--- src/rtl/tmh_pkg.sv ---
// Package for the timer min-heap: sizes, command and status codes,
// sequencer states and the wrap-safe time compare. No dependencies.
package tmh_pkg;

    localparam int CAPACITY = 32;
    localparam int ID_COUNT = 256;
    localparam int TIME_W   = 32;
    localparam int ID_W     = 8;
    localparam int WAIT_W   = 31;
    localparam int IDX_W    = $clog2(CAPACITY);
    localparam int CNT_W    = IDX_W + 1;
    localparam int ENTRY_W  = ID_W + TIME_W;

    typedef enum logic [2:0] {
        CMD_ADD   = 3'd0,
        CMD_UPD   = 3'd1,
        CMD_DEL   = 3'd2,
        CMD_FIRE  = 3'd3,
        CMD_TICK  = 3'd4,
        CMD_POP   = 3'd5,
        CMD_CLEAR = 3'd6,
        CMD_NOP   = 3'd7
    } t_cmd;

    localparam logic [1:0] ST_OK       = 2'd0;
    localparam logic [1:0] ST_NOTFOUND = 2'd1;
    localparam logic [1:0] ST_FULL     = 2'd2;
    localparam logic [1:0] ST_EMPTY    = 2'd3;

    localparam logic KIND_FIRED = 1'b0;
    localparam logic KIND_DONE  = 1'b1;

    localparam logic [WAIT_W-1:0] WAIT_MAX = {WAIT_W{1'b1}};

    typedef enum logic [4:0] {
        S_IDLE,
        S_POS,
        S_RM,
        S_LAST,
        S_DN,
        S_DN_L,
        S_DN_R,
        S_DN_CMP,
        S_UP,
        S_UP_CMP,
        S_PLACE,
        S_OPEND,
        S_TICK,
        S_TICK_CHK,
        S_POP,
        S_EMIT,
        S_EMIT_F
    } t_state;

    // True when time a lies strictly after time b
    function automatic logic after_t(input logic [TIME_W-1:0] a,
                                     input logic [TIME_W-1:0] b);
        logic [TIME_W-1:0] d;
        d = a - b;
        return (d != '0) && !d[TIME_W-1];
    endfunction

endpackage

--- src/rtl/tmh_ram.sv ---
// Generic single-write, single-read RAM with registered read data.
// No dependencies.
module tmh_ram #(
    parameter int WIDTH = 8,
    parameter int DEPTH = 32
) (
    input  logic                     i_clk,
    input  logic                     i_we,
    input  logic [$clog2(DEPTH)-1:0] i_waddr,
    input  logic [WIDTH-1:0]         i_wdata,
    input  logic [$clog2(DEPTH)-1:0] i_raddr,
    output logic [WIDTH-1:0]         o_rdata
);
    logic [WIDTH-1:0] r_mem [DEPTH];

    // write port and registered read port
    always_ff @(posedge i_clk) begin
        if (i_we) begin
            r_mem[i_waddr] <= i_wdata;
        end
        o_rdata <= r_mem[i_raddr];
    end
endmodule

--- src/rtl/timer_min_heap_with_id_index.sv ---
// Timer queue top level: binary min-heap of (id, expiry) in RAM, per-id slot RAM,
// fired-id buffer RAM and the sequencer around one shared time compare.
// Depends on tmh_pkg and tmh_ram.
//
// Usage:
//   Command channel: drive i_command, i_timer_id, i_timeout_ms, i_now_ms and raise
//   start; the item is taken at a clock edge with start high and busy low. busy
//   stays high until the last result of the item has been registered.
//   Result channel: each result sits on the o_ ports for one cycle with o_strobe
//   high; o_last marks the final (command done) result, which is on the ports in
//   the first cycle with busy low. The receiver cannot stall; results are simply
//   presented one per strobe.
//   Timing: every heap access is a RAM read with registered read data, so the
//   sift loop sets the pace: going down, each level reads the left child, then
//   the right child if there is one, then compares; going up, each level reads
//   the parent, then compares. Clear and unknown codes go straight to the done
//   result, a missing id or a full heap after the slot lookup. Each fired result
//   is read from the fired-id buffer and then presented, the done result last.
//   Reset (i_rst_n low at a clock edge) empties the queue: all ids are marked
//   absent and the count goes to zero at once, no clearing pass is needed.
module timer_min_heap_with_id_index (
    input  logic                        i_clk,
    input  logic                        i_rst_n,
    input  logic                        start,
    output logic                        busy,
    input  logic [2:0]                  i_command,
    input  logic [tmh_pkg::ID_W-1:0]    i_timer_id,
    input  logic [tmh_pkg::WAIT_W-1:0]  i_timeout_ms,
    input  logic [tmh_pkg::TIME_W-1:0]  i_now_ms,
    output logic                        o_strobe,
    output logic                        o_event_kind,
    output logic [tmh_pkg::ID_W-1:0]    o_fired_id,
    output logic [tmh_pkg::WAIT_W-1:0]  o_wait_ms,
    output logic [tmh_pkg::CNT_W-1:0]   o_live_count,
    output logic [1:0]                  o_status,
    output logic                        o_last
);
    import tmh_pkg::*;

    t_state r_state, n_state;
    t_cmd   r_cmd;

    logic [ID_W-1:0]   r_id;
    logic [TIME_W-1:0] r_exp, r_now;
    logic [CNT_W-1:0]  r_live, r_fcnt, r_ecnt, r_j;
    logic [IDX_W-1:0]  r_i, r_start;
    logic [ID_W-1:0]   r_e_id, r_c_id, r_done_id;
    logic [TIME_W-1:0] r_e_exp, r_c_exp;
    logic [1:0]        r_status;
    logic [WAIT_W-1:0] r_wait;
    logic              r_present [ID_COUNT];

    // RAM ports
    logic               hp_we;
    logic [IDX_W-1:0]   hp_waddr, hp_raddr;
    logic [ENTRY_W-1:0] hp_wdata, hp_rd;
    logic               ps_we;
    logic [ID_W-1:0]    ps_waddr;
    logic [IDX_W-1:0]   ps_rd;
    logic               fb_we;
    logic [IDX_W-1:0]   fb_waddr;
    logic [ID_W-1:0]    fb_wdata, fb_rd;

    logic [ID_W-1:0]   hp_rd_id;
    logic [TIME_W-1:0] hp_rd_exp;
    assign hp_rd_id  = hp_rd[ENTRY_W-1:TIME_W];
    assign hp_rd_exp = hp_rd[TIME_W-1:0];

    // index arithmetic
    logic              known;
    logic [CNT_W-1:0]  j_w, lastpos;
    logic [CNT_W:0]    j1;
    logic [IDX_W-1:0]  par;
    logic              has_l, has_r, rm_move, full;
    assign known   = r_present[r_id];
    assign j_w     = {r_i, 1'b1};
    assign j1      = {1'b0, j_w} + 1'b1;
    assign par     = (r_i - 1'b1) >> 1;
    assign has_l   = j_w < r_live;
    assign has_r   = j1 < {1'b0, r_live};
    assign lastpos = r_live - 1'b1;
    assign rm_move = {1'b0, r_i} < lastpos;
    assign full    = r_live >= CNT_W'(CAPACITY);
    assign busy    = r_state != S_IDLE;

    // shared time compare unit
    logic [TIME_W-1:0] cmp_a, cmp_b, wdiff;
    logic              cmp_gt;
    always_comb begin
        case (r_state)
            S_DN_R: begin
                cmp_a = r_c_exp;
                cmp_b = hp_rd_exp;
            end
            S_DN_CMP: begin
                cmp_a = r_e_exp;
                cmp_b = r_c_exp;
            end
            S_UP_CMP: begin
                cmp_a = hp_rd_exp;
                cmp_b = r_e_exp;
            end
            S_TICK_CHK: begin
                cmp_a = hp_rd_exp;
                cmp_b = r_now;
            end
            default: begin
                cmp_a = '0;
                cmp_b = '0;
            end
        endcase
    end
    assign cmp_gt = after_t(cmp_a, cmp_b);
    assign wdiff  = hp_rd_exp - r_now;

    // next state
    always_comb begin
        n_state = r_state;
        case (r_state)
            S_IDLE: begin
                if (start) begin
                    case (t_cmd'(i_command))
                        CMD_ADD, CMD_UPD, CMD_DEL, CMD_FIRE: n_state = S_POS;
                        CMD_TICK: n_state = S_TICK;
                        CMD_POP:  n_state = (r_live == '0) ? S_EMIT : S_POP;
                        default:  n_state = S_EMIT;
                    endcase
                end
            end
            S_POS: begin
                case (r_cmd)
                    CMD_ADD: n_state = known ? S_DN : (full ? S_EMIT : S_UP);
                    CMD_UPD: n_state = known ? S_DN : S_EMIT;
                    CMD_DEL, CMD_FIRE: n_state = known ? S_RM : S_EMIT;
                    default: n_state = S_EMIT;
                endcase
            end
            S_RM:     n_state = rm_move ? S_LAST : S_OPEND;
            S_LAST:   n_state = S_DN;
            S_DN:     n_state = has_l ? S_DN_L : ((r_i == r_start) ? S_UP : S_PLACE);
            S_DN_L:   n_state = has_r ? S_DN_R : S_DN_CMP;
            S_DN_R:   n_state = S_DN_CMP;
            S_DN_CMP: n_state = cmp_gt ? S_DN : ((r_i == r_start) ? S_UP : S_PLACE);
            S_UP:     n_state = (r_i == '0) ? S_PLACE : S_UP_CMP;
            S_UP_CMP: n_state = cmp_gt ? S_UP : S_PLACE;
            S_PLACE:  n_state = S_OPEND;
            S_OPEND:  n_state = (r_cmd == CMD_TICK) ? S_TICK : S_EMIT;
            S_TICK:   n_state = (r_live != '0) ? S_TICK_CHK : S_EMIT;
            S_TICK_CHK: n_state = cmp_gt ? S_EMIT : S_RM;
            S_POP:    n_state = S_RM;
            S_EMIT:   n_state = (r_ecnt < r_fcnt) ? S_EMIT_F : S_IDLE;
            S_EMIT_F: n_state = S_EMIT;
            default:  n_state = S_IDLE;
        endcase
    end

    // RAM controls
    always_comb begin
        hp_raddr = '0;
        hp_we    = 1'b0;
        hp_waddr = r_i;
        hp_wdata = {r_e_id, r_e_exp};
        fb_we    = 1'b0;
        fb_waddr = r_fcnt[IDX_W-1:0];
        fb_wdata = r_id;
        case (r_state)
            S_RM:   hp_raddr = lastpos[IDX_W-1:0];
            S_DN:   hp_raddr = j_w[IDX_W-1:0];
            S_DN_L: hp_raddr = j1[IDX_W-1:0];
            S_UP:   hp_raddr = par;
            S_POS:  fb_we    = (r_cmd == CMD_FIRE) && known;
            S_DN_CMP: begin
                hp_we    = cmp_gt;
                hp_wdata = {r_c_id, r_c_exp};
            end
            S_UP_CMP: begin
                hp_we    = cmp_gt;
                hp_wdata = hp_rd;
            end
            S_PLACE: hp_we = 1'b1;
            S_TICK_CHK: begin
                fb_we    = !cmp_gt;
                fb_wdata = hp_rd_id;
            end
            default: hp_raddr = '0;
        endcase
        ps_we    = hp_we;
        ps_waddr = hp_wdata[ENTRY_W-1:TIME_W];
    end

    tmh_ram #(.WIDTH(ENTRY_W), .DEPTH(CAPACITY)) u_heap (
        .i_clk   (i_clk),
        .i_we    (hp_we),
        .i_waddr (hp_waddr),
        .i_wdata (hp_wdata),
        .i_raddr (hp_raddr),
        .o_rdata (hp_rd)
    );

    tmh_ram #(.WIDTH(IDX_W), .DEPTH(ID_COUNT)) u_pos (
        .i_clk   (i_clk),
        .i_we    (ps_we),
        .i_waddr (ps_waddr),
        .i_wdata (r_i),
        .i_raddr (i_timer_id),
        .o_rdata (ps_rd)
    );

    tmh_ram #(.WIDTH(ID_W), .DEPTH(CAPACITY)) u_fired (
        .i_clk   (i_clk),
        .i_we    (fb_we),
        .i_waddr (fb_waddr),
        .i_wdata (fb_wdata),
        .i_raddr (r_ecnt[IDX_W-1:0]),
        .o_rdata (fb_rd)
    );

    // control state
    always_ff @(posedge i_clk) begin
        if (!i_rst_n) begin
            r_state  <= S_IDLE;
            r_live   <= '0;
            o_strobe <= 1'b0;
            for (int k = 0; k < ID_COUNT; k++) begin
                r_present[k] <= 1'b0;
            end
        end else begin
            r_state  <= n_state;
            o_strobe <= 1'b0;
            case (r_state)
                S_IDLE: begin
                    if (start && (t_cmd'(i_command) == CMD_CLEAR)) begin
                        r_live <= '0;
                        for (int k = 0; k < ID_COUNT; k++) begin
                            r_present[k] <= 1'b0;
                        end
                    end
                end
                S_POS: begin
                    if (r_cmd == CMD_ADD && !known && !full) begin
                        r_live          <= r_live + 1'b1;
                        r_present[r_id] <= 1'b1;
                    end else if ((r_cmd == CMD_DEL || r_cmd == CMD_FIRE) && known) begin
                        r_present[r_id] <= 1'b0;
                    end
                end
                S_RM: begin
                    if (!rm_move) r_live <= lastpos;
                end
                S_LAST: r_live <= lastpos;
                S_TICK_CHK: begin
                    if (!cmp_gt) r_present[hp_rd_id] <= 1'b0;
                end
                S_POP: r_present[hp_rd_id] <= 1'b0;
                S_EMIT: begin
                    if (r_ecnt >= r_fcnt) o_strobe <= 1'b1;
                end
                S_EMIT_F: o_strobe <= 1'b1;
                default: r_live <= r_live;
            endcase
        end
    end

    // datapath registers
    always_ff @(posedge i_clk) begin
        case (r_state)
            S_IDLE: begin
                if (start) begin
                    r_cmd     <= t_cmd'(i_command);
                    r_id      <= i_timer_id;
                    r_exp     <= i_now_ms + TIME_W'(i_timeout_ms);
                    r_now     <= i_now_ms;
                    r_status  <= (t_cmd'(i_command) == CMD_POP && r_live == '0)
                                 ? ST_EMPTY : ST_OK;
                    r_done_id <= '0;
                    r_wait    <= '0;
                    r_fcnt    <= '0;
                    r_ecnt    <= '0;
                end
            end
            S_POS: begin
                r_e_id  <= r_id;
                r_e_exp <= r_exp;
                r_i     <= ps_rd;
                r_start <= ps_rd;
                case (r_cmd)
                    CMD_ADD: begin
                        if (!known && full) begin
                            r_status <= ST_FULL;
                        end else if (!known) begin
                            r_i     <= r_live[IDX_W-1:0];
                            r_start <= r_live[IDX_W-1:0];
                        end
                    end
                    CMD_FIRE: begin
                        if (known) r_fcnt <= r_fcnt + 1'b1;
                        else r_status <= ST_NOTFOUND;
                    end
                    default: begin
                        if (!known) r_status <= ST_NOTFOUND;
                    end
                endcase
            end
            S_LAST: begin
                r_e_id  <= hp_rd_id;
                r_e_exp <= hp_rd_exp;
                r_start <= r_i;
            end
            S_DN_L: begin
                r_c_id  <= hp_rd_id;
                r_c_exp <= hp_rd_exp;
                r_j     <= j_w;
            end
            S_DN_R: begin
                if (cmp_gt) begin
                    r_c_id  <= hp_rd_id;
                    r_c_exp <= hp_rd_exp;
                    r_j     <= j1[CNT_W-1:0];
                end
            end
            S_DN_CMP: begin
                if (cmp_gt) r_i <= r_j[IDX_W-1:0];
            end
            S_UP_CMP: begin
                if (cmp_gt) r_i <= par;
            end
            S_TICK_CHK: begin
                if (!cmp_gt) begin
                    r_fcnt <= r_fcnt + 1'b1;
                    r_i    <= '0;
                end else begin
                    r_wait <= wdiff[TIME_W-1:WAIT_W] != '0 ? WAIT_MAX
                                                           : wdiff[WAIT_W-1:0];
                end
            end
            S_POP: begin
                r_done_id <= hp_rd_id;
                r_i       <= '0;
            end
            S_EMIT: begin
                o_event_kind <= KIND_DONE;
                o_fired_id   <= r_done_id;
                o_wait_ms    <= r_wait;
                o_live_count <= r_live;
                o_status     <= r_status;
                o_last       <= 1'b1;
            end
            S_EMIT_F: begin
                o_event_kind <= KIND_FIRED;
                o_fired_id   <= fb_rd;
                o_wait_ms    <= '0;
                o_live_count <= r_live;
                o_status     <= ST_OK;
                o_last       <= 1'b0;
                r_ecnt       <= r_ecnt + 1'b1;
            end
            default: r_id <= r_id;
        endcase
    end
endmodule

--- config.mk ---
export PLATFORM = sky130hd
export DESIGN_NAME = timer_min_heap_with_id_index
export DESIGN_NICKNAME = d
export VERILOG_FILES = /design/src/rtl/tmh_pkg.sv /design/src/rtl/tmh_ram.sv /design/src/rtl/timer_min_heap_with_id_index.sv
export SDC_FILE = /design/constraint.sdc
export NUM_CORES = 2
export LEC_CHECK = 0
export ABC_AREA = 1
export BUFFER_PORTS_ARGS = -buffer_cell sky130_fd_sc_hd__buf_2
export CAP_MARGIN = 30
export CORE_ASPECT_RATIO = 1.75
export CORE_MARGIN = 2
export CORE_UTILIZATION = 46
export CTS_BUF_LIST = sky130_fd_sc_hd__clkbuf_4 sky130_fd_sc_hd__clkbuf_8
export DETAILED_ROUTE_END_ITERATION = 6
export GPL_ROUTABILITY_DRIVEN = 0
export PLACE_DENSITY_LB_ADDON = 0.1
export SYNTH_ARGS = -nofsm -noshare
export SYNTH_HDL_FRONTEND = slang
export SYNTH_SLANG_ARGS = --single-unit
--- constraint.sdc ---
create_clock -name i_clk -period 14.55 [get_ports i_clk]
set_clock_uncertainty 0.2 [all_clocks]
set_input_delay 2.91 -clock i_clk [delete_from_list [all_inputs] [get_ports i_clk]]
set_output_delay 2.91 -clock i_clk [all_outputs]
set_load 0.02 [all_outputs]
==> metrics.md <==
| Metric | Value |
|---|---|
| Synth Cell Area | ~0.15 mm^2 |
| Area Growth Syn to Fin | 10.3% |
| DRC Markers | 0 |
| Area taken by flip-flops and latches | about 0.10 mm^2 |
| Placement Rows | approximately 270 |
| Inserted Clock Buffers | around 490 |
| Final std cells w/o fill | 17,100 |
| Port bufs | between 100 and 150 |
| CP Class | reg2reg |
| Hold Fails Final Rpt | 0 |
| Grt ovf | 0 |
| Core area | around 0.32 mm^2 |
| Initial Util | 0.463 |
| Dpl hpwl | roughly 290,000 um |
| Chip width | 432 um |
| Via-to-Cell Ratio | approximately 6.0 |
| Resize count post-CTS | 0 |
| Mapped Cells | between 10,000 and 15,000 |
| Syn nets | between 10,000 and 15,000 |
| Max Slew Vio Count | 0 |
| TritonCTS clock tree | yes |
| CTS Hold Bufs | 0 |
| Lkg Pwr | roughly 55 nW |
| Fin util | 0.510 |
| Seq pwr share | 0.407 |
| Worst vdd ir | ~0.21 mV |
| Setup Fix Bufs, Post-CTS | 0 |
| Power density over the cells | ~190 mW/mm^2 |
| First-pass GRT wire length | 679,000 um |
| DP Worst Slack | between 6 and 7 ns |
| Via count | 102,000 |
| Post-synthesis sequential area ratio | 0.683 |
| Number of setup violations in the final report | 0 |
| Setup TNS | 0 ns |
| Hold WC Path Type | reg2reg |
| H-Tree Depth | 5 |
| Die footprint | about 0.33 mm^2 |
| Antenna viol nets, final | 0 |
| Largest net degree at the start of global routing | ~230 |
| Crit start category | register |
| Avg Cell Area, Syn | about 12 um^2 |
| Most common cell after layout, fill and taps aside | edfxtp_1 |
| Final worst slack | 6.57 ns |
| Slowest CP cell | buf_4 |
| CP most frequent cell | nand2_1 |
| Switch Pwr | 11.8 mW |
| Hold_sp | u_heap.o_rdata[10] |
| Number of global-route vias before repair | 103,000 |
| Status | complete, no violations |
| Max Buffers Root-to-Sink | 4 |
| Post-synth EDFFs | around 3,200 |
| Clk_lat worst skew | about 1.2 ns |
| Nets | roughly 13,000 |
| Synth cell types | 67 |
| DR WL/cell | about 27 um |
| Placed Area | roughly 0.15 mm^2 |
| Required time of the critical path | roughly 15 ns |
| Fmax | approximately 130 MHz |
| CP Max Fanout | around 110 |
| Slew @ Worst Pin | about 1.4 ns |
| Unrepaired setup endpoints after global routing | no |
| # clock sinks | 3,416 |
| Arrival time worst endpoint | slightly below 9 ns |
| Most frequent cells in the layout | edfxtp_1 (3,214), nor2_1 (2,016), o21ai_0 (1,556) |
| Yosys warns | 0 |
| Placed insts | roughly 16,000 |
| Worst slew margin | 0.0597 |
| Initial antenna violation count | 29 |
| Clock transition at path regs | about 0.07 ns |
| Delay-heaviest family, CP | simple AND/OR/NAND/NOR gates |
| Clock Power Share | 0.257 |
| Drt pass-1 iters | 6 |
| Final period util | 0.549 |
| Worst Setup SP | r_state[2] |
| RR Startpoint | r_state[2] |
| Cell internal pwr | 18.8 mW |
| Critical Path End Type | register |
| Max-cap viol count | 0 |
| Synth area leaders | edfxtp_1 (66%), o21ai_0 (5.3%), nor2_1 (5.2%), nand2_1 (3.2%), dfxtp_1 (2.7%) |
| Sw Share | 0.386 |
| Ys flop type | edfxtp_1 |
| Top cell type's share of synthesized area | 0.655 |
| Ports | between 100 and 150 |
| Worst Hold Margin | 0.269 ns |
| Combinational power share | 0.336 |
| Routed Wire Length | 470,000 um |
| Area of the multi-input gates | a little over 0.04 mm^2 |
| FF+latch count, synth | 3,416 |
| CP Buf/Inv Count | 7 |
| Ys async rst share | 0 |
| Min cycle time layout | roughly 8.0 ns |
| Pwr Total | a little over 30 mW |
| Fraction of layout cells with a size suffix above 1 | 0.114 |
| GRT Util Overall | 0.281 |
| Root Buffer Master | clkbuf_8 |
| 1st-iter DRT viols | around 9,800 |
| Die Height | roughly 750 um |
| Slowest cell delay on critical path | slightly above 0.7 ns |
| Fin area | ~0.16 mm^2 |
| Fill cell count | roughly 28,000 |
| Area leader, netlist | edfxtp_1 |
-- state kept, by name, indices dropped and copies added (netlist names), 31 cells and up, named ones only --
name,count
r_exp,32
r_e_exp,32
u_heap.r_mem,1280
u_heap.o_rdata,40
u_pos.r_mem,1280
o_wait_ms,31
u_fired.r_mem,256
r_c_exp,32
r_now,32
r_present,256
r_wait,31
-- final timing paths --
check                                     end  slack, ns  cells past startpoint
worst min register to register    r_c_exp[10]       0.27                      0
worst max register to register  r_present[73]       6.57                     30
worst max-delay path            r_present[73]       6.57                     30
worst min-delay path              r_c_exp[10]       0.27                      0
-- area by class of cell --
type                    count  share of cell area
diodes                     74             0.00114
clock buffers             680              0.0514
clock inverters           203             0.00956
inverters                 665              0.0156
multi-input cells        7585               0.253
flip-flops and latches   3416               0.619
well taps                4140              0.0319
repair buffers            385              0.0185
-- kinds of logic (layout without fill, tap and decap cells) --
| logic type | after synthesis | in the layout | share of synthesized area |
|---|---|---|---|
| AND/OR/NAND/NOR | 4078 | 4078 | 0.119 |
| AO/OA/AOI/OAI | 3011 | 3011 | 0.122 |
| buffers and inverters | 1547 | 1933 | 0.0421 |
| XOR/XNOR | 87 | 87 | 0.00517 |
| adder cells (fa/ha/maj) | 129 | 129 | 0.0111 |
| multiplexers | 280 | 280 | 0.0190 |
| other | 0 | 74 | 0 |
| flip-flops | 3416 | 3416 | 0.683 |
-- power groups by stage --
stage	registers, mW	clock network [mW]	logic, mW
floorplan	12.8	0	5.54
detailed placement	12.6	0	10.1
finish	12.4	7.86	10.3
global route	12.5	8.35	10.9
CTS	12.4	7.99	10.2
global placement	12.6	0	9.97
-- Yosys cell counts (202+ instances only) --
cell      count
inv_1       628
nand2_1    1246
mux2i_1     280
o22ai_1     465
nor2_1     2059
o221ai_1    359
a21oi_1     272
edfxtp_1   3214
o21ai_0    1565
nand3_1     371
clkbuf_1    688
dfxtp_1     202
-- layer usage --
metal  vias to the layer above  GRT usage  share of wire
met5                         -          0        0.00013
met4                        10      0.180          0.070
met3                      1238     0.0354          0.052
met2                      3889      0.516           0.53
met1                     51200      0.302           0.35
li1                      45800          -              -
Power figures use the tool's default switching activity.
